===== config.mk =====
export PLATFORM = sky130hd
export DESIGN_NAME = merge_sort_engine
export DESIGN_NICKNAME = d
export VERILOG_FILES = /design/src/sv/mse_pkg.sv /design/src/sv/merge_sort_engine.sv
export SDC_FILE = /design/constraint.sdc
export NUM_CORES = 2
export LEC_CHECK = 0
export BUFFER_PORTS_ARGS = -buffer_cell sky130_fd_sc_hd__buf_4
export CAP_MARGIN = 20
export CELL_PAD_IN_SITES_DETAIL_PLACEMENT = 1
export CELL_PAD_IN_SITES_GLOBAL_PLACEMENT = 1
export CORE_MARGIN = 1
export CORE_UTILIZATION = 33
export DETAILED_ROUTE_END_ITERATION = 16
export PLACE_DENSITY = 0.59
export SLEW_MARGIN = 10
export SYNTH_ARGS = -nofsm -noshare
export SYNTH_HDL_FRONTEND = slang
export SYNTH_SLANG_ARGS = --single-unit

===== constraint.sdc =====
create_clock -name clk -period 16.25 [get_ports clk]
set_input_delay 4.0625 -clock clk [delete_from_list [all_inputs] [get_ports clk]]
set_output_delay 4.0625 -clock clk [all_outputs]
set_load 0.02 [all_outputs]

===== src/sv/mse_pkg.sv =====
// ----------------------------------------------------------------------------
// Merge sort engine package
// Capacity, derived widths and the transaction payload types.
// ----------------------------------------------------------------------------
package mse_pkg;

	// Number of elements one list may hold; later elements are dropped.
	localparam int MAX_ITEMS = 64;
	localparam int ADDR_W    = $clog2(MAX_ITEMS);
	localparam int CNT_W     = $clog2(MAX_ITEMS + 1);
	// Span arithmetic (lo + 2 * width) needs one more bit than the count.
	localparam int IDX_W     = CNT_W + 1;
	localparam int DATA_W    = 32;

	typedef struct packed {
		logic signed [DATA_W-1:0] value;
		logic                     is_last;
	} item_t;

	typedef struct packed {
		logic signed [DATA_W-1:0] sorted_value;
		logic                     end_of_list;
		logic                     overflowed;
	} result_t;

endpackage


===== src/sv/merge_sort_engine.sv =====
// ----------------------------------------------------------------------------
// Merge sort engine
// Collects a list of signed 32-bit values, sorts it stably in ascending order
// by bottom-up merge passes between two ping-pong memories, then streams it out.
// ----------------------------------------------------------------------------
//
//   channel   direction   payload     handshake
//   item      in          item_t      item_valid / item_ready
//   result    out         result_t    result_valid / result_ready
//
// Loading stores each accepted transaction; the one marked is_last starts ceil(log2(n))
// merge passes. Each pair of runs first reads the head of its left run, then of its
// right run, then merges one element per cycle, bound by the single read port of the
// source memory. Each accepted result is followed by a capture of the next element's
// read data before that element is offered as the next result.
// Reset clears counters and sequencer only; item stalls until the last result is taken.

module merge_sort_engine
	import mse_pkg::*;
(
	input  logic    clk,
	input  logic    arst_n,
	input  logic    item_valid,
	output logic    item_ready,
	input  item_t   item,
	output logic    result_valid,
	input  logic    result_ready,
	output result_t result
);

	// Sequencer states.
	localparam logic [2:0] ST_LOAD    = 3'd0; // collecting elements
	localparam logic [2:0] ST_PRIME_A = 3'd1; // read head of the left run
	localparam logic [2:0] ST_PRIME_B = 3'd2; // read head of the right run
	localparam logic [2:0] ST_MERGE   = 3'd3; // one element per cycle
	localparam logic [2:0] ST_OUT_RD  = 3'd4; // read first sorted element
	localparam logic [2:0] ST_OUT_CAP = 3'd5; // capture read data into output
	localparam logic [2:0] ST_OUT_HLD = 3'd6; // wait for the result handshake

	// Which run head arrives in this cycle's read data.
	localparam logic FWD_A = 1'b0;
	localparam logic FWD_B = 1'b1;

	logic [2:0] state_q;

	// List bookkeeping.
	logic [CNT_W-1:0] count_q;
	logic             ovf_q;
	logic [CNT_W-1:0] n_q;

	// Merge pass bookkeeping. All run bounds use IDX_W bits.
	logic [IDX_W-1:0] width_q;
	logic [IDX_W-1:0] lo_q;
	logic [IDX_W-1:0] mid_q;
	logic [IDX_W-1:0] hi_q;
	logic [IDX_W-1:0] a_idx_q;
	logic [IDX_W-1:0] b_idx_q;
	logic [IDX_W-1:0] k_q;
	logic             src_q;  // 0: mem0 is the source of this pass
	logic             fwd_q;

	logic [CNT_W-1:0] out_idx_q;

	logic signed [DATA_W-1:0] head_a_q;
	logic signed [DATA_W-1:0] head_b_q;
	logic                     result_valid_q;
	result_t                  result_q;

	// Ping-pong element memories with registered read data.
	logic [DATA_W-1:0] mem0 [MAX_ITEMS];
	logic [DATA_W-1:0] mem1 [MAX_ITEMS];
	logic [DATA_W-1:0] rdata0_q;
	logic [DATA_W-1:0] rdata1_q;

	logic                     item_accept;
	logic                     result_accept;
	logic                     room;
	logic [CNT_W-1:0]         count_nxt;
	logic [IDX_W-1:0]         n_ext;
	logic [IDX_W-1:0]         lo_plus_w;
	logic [IDX_W-1:0]         lo_plus_2w;
	logic [IDX_W-1:0]         mid_c;
	logic [IDX_W-1:0]         hi_c;
	logic [IDX_W-1:0]         width_dbl;
	logic [IDX_W-1:0]         k_inc;
	logic signed [DATA_W-1:0] src_rdata;
	logic signed [DATA_W-1:0] eff_a;
	logic signed [DATA_W-1:0] eff_b;
	logic                     a_avail;
	logic                     b_avail;
	logic                     take_b;
	logic signed [DATA_W-1:0] merge_wdata;
	logic                     pair_done;
	logic                     pass_done;
	logic                     sort_done;
	logic [IDX_W-1:0]         rd_idx;
	logic [ADDR_W-1:0]        rd_addr;
	logic                     wr0_en;
	logic                     wr1_en;
	logic [ADDR_W-1:0]        wr0_addr;
	logic [DATA_W-1:0]        wr0_data;

	assign item_ready    = (state_q == ST_LOAD);
	assign item_accept   = item_valid & item_ready;
	assign result_valid  = result_valid_q;
	assign result        = result_q;
	assign result_accept = result_valid_q & result_ready;

	// A full store drops the element and marks the list as overflowed.
	assign room      = (count_q < CNT_W'(MAX_ITEMS));
	assign count_nxt = count_q + CNT_W'(room);

	// Bounds of the next pair of runs, clipped to the list length. A tail
	// with no right run becomes a merge against an empty run, i.e. a copy.
	assign n_ext      = IDX_W'(n_q);
	assign lo_plus_w  = lo_q + width_q;
	assign lo_plus_2w = lo_q + (width_q << 1);
	assign mid_c      = (lo_plus_w  < n_ext) ? lo_plus_w  : n_ext;
	assign hi_c       = (lo_plus_2w < n_ext) ? lo_plus_2w : n_ext;
	assign width_dbl  = width_q << 1;

	assign src_rdata = src_q ? rdata1_q : rdata0_q;

	// The head refilled in the previous cycle comes straight from the read data.
	assign eff_a = (fwd_q == FWD_A) ? src_rdata : head_a_q;
	assign eff_b = (fwd_q == FWD_B) ? src_rdata : head_b_q;

	assign a_avail = (a_idx_q < mid_q);
	assign b_avail = (b_idx_q < hi_q);
	// Ties go to the left run, which keeps the sort stable.
	assign take_b      = b_avail & (~a_avail | (eff_a > eff_b));
	assign merge_wdata = take_b ? eff_b : eff_a;

	assign k_inc     = k_q + IDX_W'(1);
	assign pair_done = (k_inc == hi_q);
	assign pass_done = (hi_q >= n_ext);
	assign sort_done = (width_dbl >= n_ext);

	always_comb begin
		case (state_q)
			ST_PRIME_A: rd_idx = lo_q;
			ST_PRIME_B: rd_idx = mid_q;
			ST_MERGE:   rd_idx = take_b ? (b_idx_q + IDX_W'(1)) : (a_idx_q + IDX_W'(1));
			ST_OUT_RD:  rd_idx = IDX_W'(out_idx_q);
			ST_OUT_HLD: rd_idx = IDX_W'(out_idx_q) + IDX_W'(1);
			default:    rd_idx = '0;
		endcase
	end

	// Reads past the end of a run land on data that is never used.
	assign rd_addr = rd_idx[ADDR_W-1:0];

	// mem0 takes the incoming list and the output of even-numbered passes (the first pass writes mem1).
	assign wr0_en   = (item_accept & room) | ((state_q == ST_MERGE) & src_q);
	assign wr1_en   = (state_q == ST_MERGE) & ~src_q;
	assign wr0_addr = (state_q == ST_LOAD) ? count_q[ADDR_W-1:0] : k_q[ADDR_W-1:0];
	assign wr0_data = (state_q == ST_LOAD) ? item.value : merge_wdata;

	always_ff @(posedge clk) begin
		if (wr0_en) begin
			mem0[wr0_addr] <= wr0_data;
		end
		if (wr1_en) begin
			mem1[k_q[ADDR_W-1:0]] <= merge_wdata;
		end
		rdata0_q <= mem0[rd_addr];
		rdata1_q <= mem1[rd_addr];
	end

	// Datapath registers without reset.
	always_ff @(posedge clk) begin
		if (state_q == ST_PRIME_B) begin
			head_a_q <= src_rdata;
		end
		if (state_q == ST_MERGE) begin
			head_a_q <= eff_a;
			head_b_q <= eff_b;
		end
		if (state_q == ST_OUT_CAP) begin
			result_q.sorted_value <= src_rdata;
			result_q.end_of_list  <= (out_idx_q + CNT_W'(1) == n_q);
			result_q.overflowed   <= ovf_q;
		end
	end

	always_ff @(posedge clk or negedge arst_n) begin
		if (!arst_n) begin
			state_q        <= ST_LOAD;
			count_q        <= '0;
			ovf_q          <= 1'b0;
			n_q            <= '0;
			width_q        <= '0;
			lo_q           <= '0;
			mid_q          <= '0;
			hi_q           <= '0;
			a_idx_q        <= '0;
			b_idx_q        <= '0;
			k_q            <= '0;
			src_q          <= 1'b0;
			fwd_q          <= FWD_A;
			out_idx_q      <= '0;
			result_valid_q <= 1'b0;
		end else begin
			case (state_q)
				ST_LOAD: begin
					if (item_accept) begin
						count_q <= count_nxt;
						if (!room) begin
							ovf_q <= 1'b1;
						end
						if (item.is_last) begin
							// The list always holds at least one element here.
							n_q       <= count_nxt;
							width_q   <= IDX_W'(1);
							lo_q      <= '0;
							src_q     <= 1'b0;
							out_idx_q <= '0;
							if (count_nxt > CNT_W'(1)) begin
								state_q <= ST_PRIME_A;
							end else begin
								state_q <= ST_OUT_RD;
							end
						end
					end
				end
				ST_PRIME_A: begin
					mid_q   <= mid_c;
					hi_q    <= hi_c;
					a_idx_q <= lo_q;
					b_idx_q <= mid_c;
					k_q     <= lo_q;
					state_q <= ST_PRIME_B;
				end
				ST_PRIME_B: begin
					fwd_q   <= FWD_B;
					state_q <= ST_MERGE;
				end
				ST_MERGE: begin
					k_q   <= k_inc;
					fwd_q <= take_b ? FWD_B : FWD_A;
					if (take_b) begin
						b_idx_q <= b_idx_q + IDX_W'(1);
					end else begin
						a_idx_q <= a_idx_q + IDX_W'(1);
					end
					if (pair_done) begin
						if (pass_done) begin
							// Destination becomes the source of the next pass.
							width_q <= width_dbl;
							lo_q    <= '0;
							src_q   <= ~src_q;
							state_q <= sort_done ? ST_OUT_RD : ST_PRIME_A;
						end else begin
							lo_q    <= hi_q;
							state_q <= ST_PRIME_A;
						end
					end
				end
				ST_OUT_RD: begin
					state_q <= ST_OUT_CAP;
				end
				ST_OUT_CAP: begin
					result_valid_q <= 1'b1;
					state_q        <= ST_OUT_HLD;
				end
				ST_OUT_HLD: begin
					if (result_accept) begin
						result_valid_q <= 1'b0;
						if (result_q.end_of_list) begin
							count_q <= '0;
							ovf_q   <= 1'b0;
							state_q <= ST_LOAD;
						end else begin
							out_idx_q <= out_idx_q + CNT_W'(1);
							state_q   <= ST_OUT_CAP;
						end
					end
				end
				default: begin
					state_q <= ST_LOAD;
				end
			endcase
		end
	end

endmodule


* Yosys cells after proc, flatten, opt, wreduce, memory -nomap -nowiden
Memories as Yosys holds them, arrays and structs flattened. A register that Yosys moved wholly into a read port is not among the register bits. Index checks and enable logic that the tools add are counted.
Cells by class: reductions and logical operators 16, add/subtract/negate cells 8, divide/modulo/power cells 0, magnitude comparators 9, multiplexer cells 63, bitwise operators 10, eq/ne operators 18, $mul 0, shift operators 0
Operator list (number):
- 32-bit two-way mux | 7
- 8-bit two-way mux | 12
- 8-bit case mux with 2 select lines | 5
- 7-bit two-way mux | 7
- 32-bit > comparator | 1
- 6-bit case mux with 5 select lines | 1
- 7-bit case mux with 2 select lines | 2
- 8-bit by 1-bit adder with 8-bit output, second input constant | 3
- 3-bit two-way mux | 8
- 3-bit case mux with 7 select lines | 1
- 8-bit adder | 2
- 8-bit by 7-bit >= comparator with 1-bit output | 2
- 8-bit by 7-bit < comparator with 1-bit output | 2
- 8-bit < comparator | 2
- 2-bit != test, second input constant | 8
- 5-bit AND reduction | 3
- 1-bit two-way mux | 14
- 6-bit two-way mux | 2
- 4-bit AND reduction | 3
- 2-bit nonzero test | 5
- 3-bit == test, second input constant | 3
- 8-bit == test | 1
- 1-bit case mux with 2 select lines | 4
- 7-bit by 1-bit adder with 7-bit output | 1
- 14 further kinds | 25
Word-level totals: output and inout port bits 36, memories 2, word-level logic and storage cells 146, bits in writable memories 4096, latch bits 0, register bits 182, bits in read-only memories 0
Memories:
- mem0 | words 64, bits a word 32, read ports 1, clocked after memory_dff 1, write ports 1, RTL line merge_sort_engine.sv:70 | logic [DATA_W-1:0] mem0 [MAX_ITEMS];
- mem1 | words 64, bits a word 32, read ports 1, clocked after memory_dff 1, write ports 1, RTL line merge_sort_engine.sv:71 | logic [DATA_W-1:0] mem1 [MAX_ITEMS];

* Depth between registers and ports, before layout
depth in word-level cells 7, depth in mapped cells 24, gate-level depth less buffers 16

* Least setup slack after synthesis
Ideal clock, no wire load.
path type reg-to-reg, start reg src_q, end mem mem0[0][0], data pin, buffers on the path 5, stages on the path, launching flop included 19, path slack 7.507 ns, period minus slack after synthesis 8.743 ns, data arrival time 8.244 ns, library setup time 0.500 ns, required time 15.750 ns, cell sequence dfrtp_1 > clkbuf_1 > clkbuf_1 > mux2_2 > mux2i_1 > inv_1 > ha_1 > a211oi_1 > nor2_1 > a211oi_1 > o21ai_1 > or4_1 > and3_1 > buf_2 > clkbuf_1 > buf_1 > o21ai_0 > nor2_1 > nor2_1
On the way: longest elaborated chain between the ends 7
RTL lines:
- start, declared | RTL line merge_sort_engine.sv:59 | logic src_q;
- start signal, assigned | RTL line merge_sort_engine.sv:251 | src_q <= ~src_q;
- 32-bit two-way mux * | RTL line merge_sort_engine.sv:122 | assign src_rdata = src_q ? rdata1_q : rdata0_q;
- via src_rdata[13] | RTL line merge_sort_engine.sv:86 | logic signed [DATA_W-1:0] src_rdata;
- 32-bit two-way mux (on tied branches) | RTL line merge_sort_engine.sv:125, merge_sort_engine.sv:126
- 32-bit > comparator * | RTL line merge_sort_engine.sv:131 | assign take_b = b_avail & (~a_avail | (eff_a > eff_b));
- 1-bit OR * | RTL line merge_sort_engine.sv:131
- 1-bit AND * | RTL line merge_sort_engine.sv:131
- 32-bit two-way mux * | RTL line merge_sort_engine.sv:132 | assign merge_wdata = take_b ? eff_b : eff_a;
- via merge_wdata[0] | RTL line merge_sort_engine.sv:92 | logic signed [DATA_W-1:0] merge_wdata;
- 32-bit two-way mux * | RTL line merge_sort_engine.sv:157 | assign wr0_data = (state_q == ST_LOAD) ? item.value : merge_wdata;
- via wr0_data[0] | RTL line merge_sort_engine.sv:101 | logic [DATA_W-1:0] wr0_data;
- end, declared | RTL line merge_sort_engine.sv:70
Mark *: on every way through the listed nets, which the timed path passes. The rest lies on a longest branch.

* Worst setup path after layout
start reg fwd_q, end reg rdata1_q[2], read port of mem1
On the way: longest elaborated chain between the ends 6
RTL lines:
- start, declared | RTL line merge_sort_engine.sv:60 | logic fwd_q;
- start signal, assigned | RTL line merge_sort_engine.sv:240 | fwd_q <= take_b ? FWD_B : FWD_A;
- 32-bit two-way mux (on tied branches) | RTL line merge_sort_engine.sv:125, merge_sort_engine.sv:126
- 32-bit > comparator * | RTL line merge_sort_engine.sv:131
- 1-bit OR * | RTL line merge_sort_engine.sv:131
- 1-bit AND * | RTL line merge_sort_engine.sv:131
- 6-bit two-way mux * | RTL line merge_sort_engine.sv:143 | ST_MERGE: rd_idx = take_b ? (b_idx_q + IDX_W'(1)) : (a_idx_q + IDX_W'(1));
- 6-bit case mux with 5 select lines * | RTL line merge_sort_engine.sv:140 | case (state_q)
- end, declared | RTL line merge_sort_engine.sv:73 | logic [DATA_W-1:0] rdata1_q;
Every way passes the cells marked *; elsewhere a longest branch is shown, timed or not. A chain may end at the register's enable or synchronous reset.

==> out/metrics.csv <==
metric;value;unit
min_period;8920;ps
cts_tree;yes;
grt_pass1_wl;820000;um
critPathMostFrequentCell;buf_4;
status;completed;
fin_worst_skew;68.1;ps
layout-drive-gt1-share;0.163;
yosys_register_bits;4342;
cts_resized;0;
yosys_warnings;0;
drc;0;
hold_ws;450;ps
cts_buffer_depth;4;
synth_edf_count;4194;
drt-initial-drc-count;12100;
end_kind;register;
overflow;0;
clockRootBuffer;clkbuf_16;
die_area;521000;um^2
insertion_delay;1050;ps
holdBufCountCts;0;
crit_path_max_fanout;117;
max_slew_margin;0.176;
antenna_found_initial;69;
ys.flop_type;edfxtp_1;
synth.area.mux_share;0.0817;
start_kind;register;
crit_path_max_incr_delay;800;ps
nets;10900;
final_common_cell;edfxtp_1;
rsz0062_at_grt;no;
fillers;51200;
worstPathRequired;17070;ps
final_cell_mix;edfxtp_1, nand2_1, nand3_1;
vias_per_cell;5.64;
synth_top_family_by_area;simple AND/OR/NAND/NOR gates;
first_pass_iters;8;
setup_viol;0;
netlist_instances;10600;
timing_hold_violations_final;0;
grt_max_degree;155;
finalSetupTns;0;ps
finalMaxSlewViolations;0;
grt_usage;0.221;
wire_per_inst;32.7;um
fp-row-count;263;
syn-cell-area;171000;um^2
clock_sinks;4342;
die_width;722;um
synthAdderAreaFrac;0.00682;
start_util;0.332;
hpwl;331000;um
grt_pass1_vias;104000;
cts.reportedPaths.clkPinSlew;60;ps
synth-xor-area-share;0.00256;
cpMaxStageDelayCell;nor4_1;
post_cts_buffers;0;
io_buffers;72;
vias;102000;
syn_to_final_growth;15.3;%
drtAntennaViolNets;0;
core;514000;um^2
fin_crit_sh;0.549;
synth.avg_cell_area;16.2;um^2
yosysSeqAreaShare;0.757;
dp.cells;17300;
path_cells;buf_4 -> mux2i_1 -> inv_1 -> ha_1 -> a211oi_1 -> nor2_1 -> a211oi_1 -> o21ai_1 -> or3_1 -> nand3_1 -> and3_4 -> buf_12 -> buf_4 -> buf_4 -> nand2_1 -> nand3_1 -> o2111ai_1 -> and3_1 -> nor4_1;
tightest_slew;1220;ps
synth-simple-area-share;0.0841;
arrival;9740;ps
maxCapViolations;0;
htreeDepth;5;
place_congestion;0.854;
cts-buffers-inserted;437;
synthArstFlopShare;0.0193;
max_freq;112;MHz
stdcell_count;18100;
die_h;722;um
synth_compound_area_frac;0.0495;
hold_path_class;reg -> reg;
ioPinCount;73;
critical_path_class;reg -> reg;
yosys.cell_types.count;75;
synth_nets;10700;
wl;592000;um
[registers in the layout, indices dropped and copies added (netlist names)]
register	count
head_b_q	32
mid_q	8
rdata0_q	32
lo_q	8
result	34
fwd_q	1
b_idx_q	8
n_q	7
a_idx_q	8
out_idx_q	7
rdata1_q	32
src_q	1
mem1	2048
result_valid	1
hi_q	8
count_q	7
head_a_q	32
k_q	8
mem0	2048
ovf_q	1
width_q	8
state_q	3
[through the flow]
stage	area, um^2	setup slack, ps	utilization
2_1_floorplan	171000	7510	-
3_5_place_dp	183000	7450	0.355
4_1_cts	197000	7390	0.383
6_report	197000	7330	0.383
5_1_grt	197000	7130	0.383
3_3_place_gp	182000	4970	0.354
[layout make-up]
class	instances	area [um^2]	area share
well taps	6890	8620	0.0437
repair buffers	467	3850	0.0196
clock buffers	546	11600	0.0588
flip-flops and latches	4342	129000	0.656
inverters	101	382	0.00194
diodes	40	100	0.000508
clock inverters	269	2610	0.0133
multi-input cells	5469	40600	0.206
[per-layer routing]
| layer | up-vias | global-route usage | part of all wire |
|---|---|---|---|
| met2 | 4207 | 0.349 | 0.46 |
| li1 | 41800 | - | - |
| met4 | 28 | 0.0769 | 0.038 |
| met1 | 55300 | 0.308 | 0.42 |
| met5 | - | 0 | 0.00031 |
| met3 | 853 | 0.0396 | 0.079 |
[worst paths after layout]
kind | startpoint | depth (start not counted) | slack [ps] | to
min | ovf_q | 0 | 450 | result[0]
min in group asynchronous | arst_n | 1 | 3030 | width_q[6]
max reg2reg | fwd_q | 19 | 7330 | rdata1_q[2]
min reg2reg | ovf_q | 0 | 450 | result[0]
max | fwd_q | 19 | 7330 | rdata1_q[2]
max in group asynchronous | arst_n | 2 | 12050 | mid_q[2]
[worst max-delay path, delay by kind of cell, from the launching register on]
kind                     cells  cell delay (ps)
adder cells (fa/ha/maj)      1              300
AO/OA/AOI/OAI                4             1030
flip-flops                   1              700
multiplexers                 1              460
AND/OR/NAND/NOR              8             2990
buffers and inverters        5             3020
[synthesized netlist by cell type, drive strengths merged (11+ instances only)]
master   count  area (um^2)
mux2        41          462
o21a        12         90.1
dfxtp       64         1280
o2111ai    242         2120
mux2i      491         4910
nand4       40          256
a32oi      241         2110
a211oi      14          115
mux4       381         8580
nand2     1954         7330
nor2       327         1230
xnor2       33          289
nor2b       18          113
a21oi      112          568
nand2b      18          113
a311oi      58          508
nand3      702         3520
xor2        17          149
a31oi       17          106
buf        319         1530
o22ai       66          413
a2111oi     65          582
nor3        17         85.1
nor4        61          397
dfrtp       84         2100
o2111a      57          642
a21o        11         82.6
edfxtp    4194       126000
inv        100          375
clkbuf     342         1280
ha          90         1130
and3       185         1160
o21ai       98          490
[cells by family (layout without fill, tap and decap cells)]
group | count (synthesis) | after routing
other | 0 | 40
AND/OR/NAND/NOR | 3347 | 3347
XOR/XNOR | 50 | 50
flip-flops | 4342 | 4342
adder cells (fa/ha/maj) | 92 | 92
multiplexers | 913 | 913
buffers and inverters | 762 | 1383
AO/OA/AOI/OAI | 1067 | 1067
Power is not shown: default switching activity piles up to over one toggle a cycle in this logic, so the estimate is an artifact.
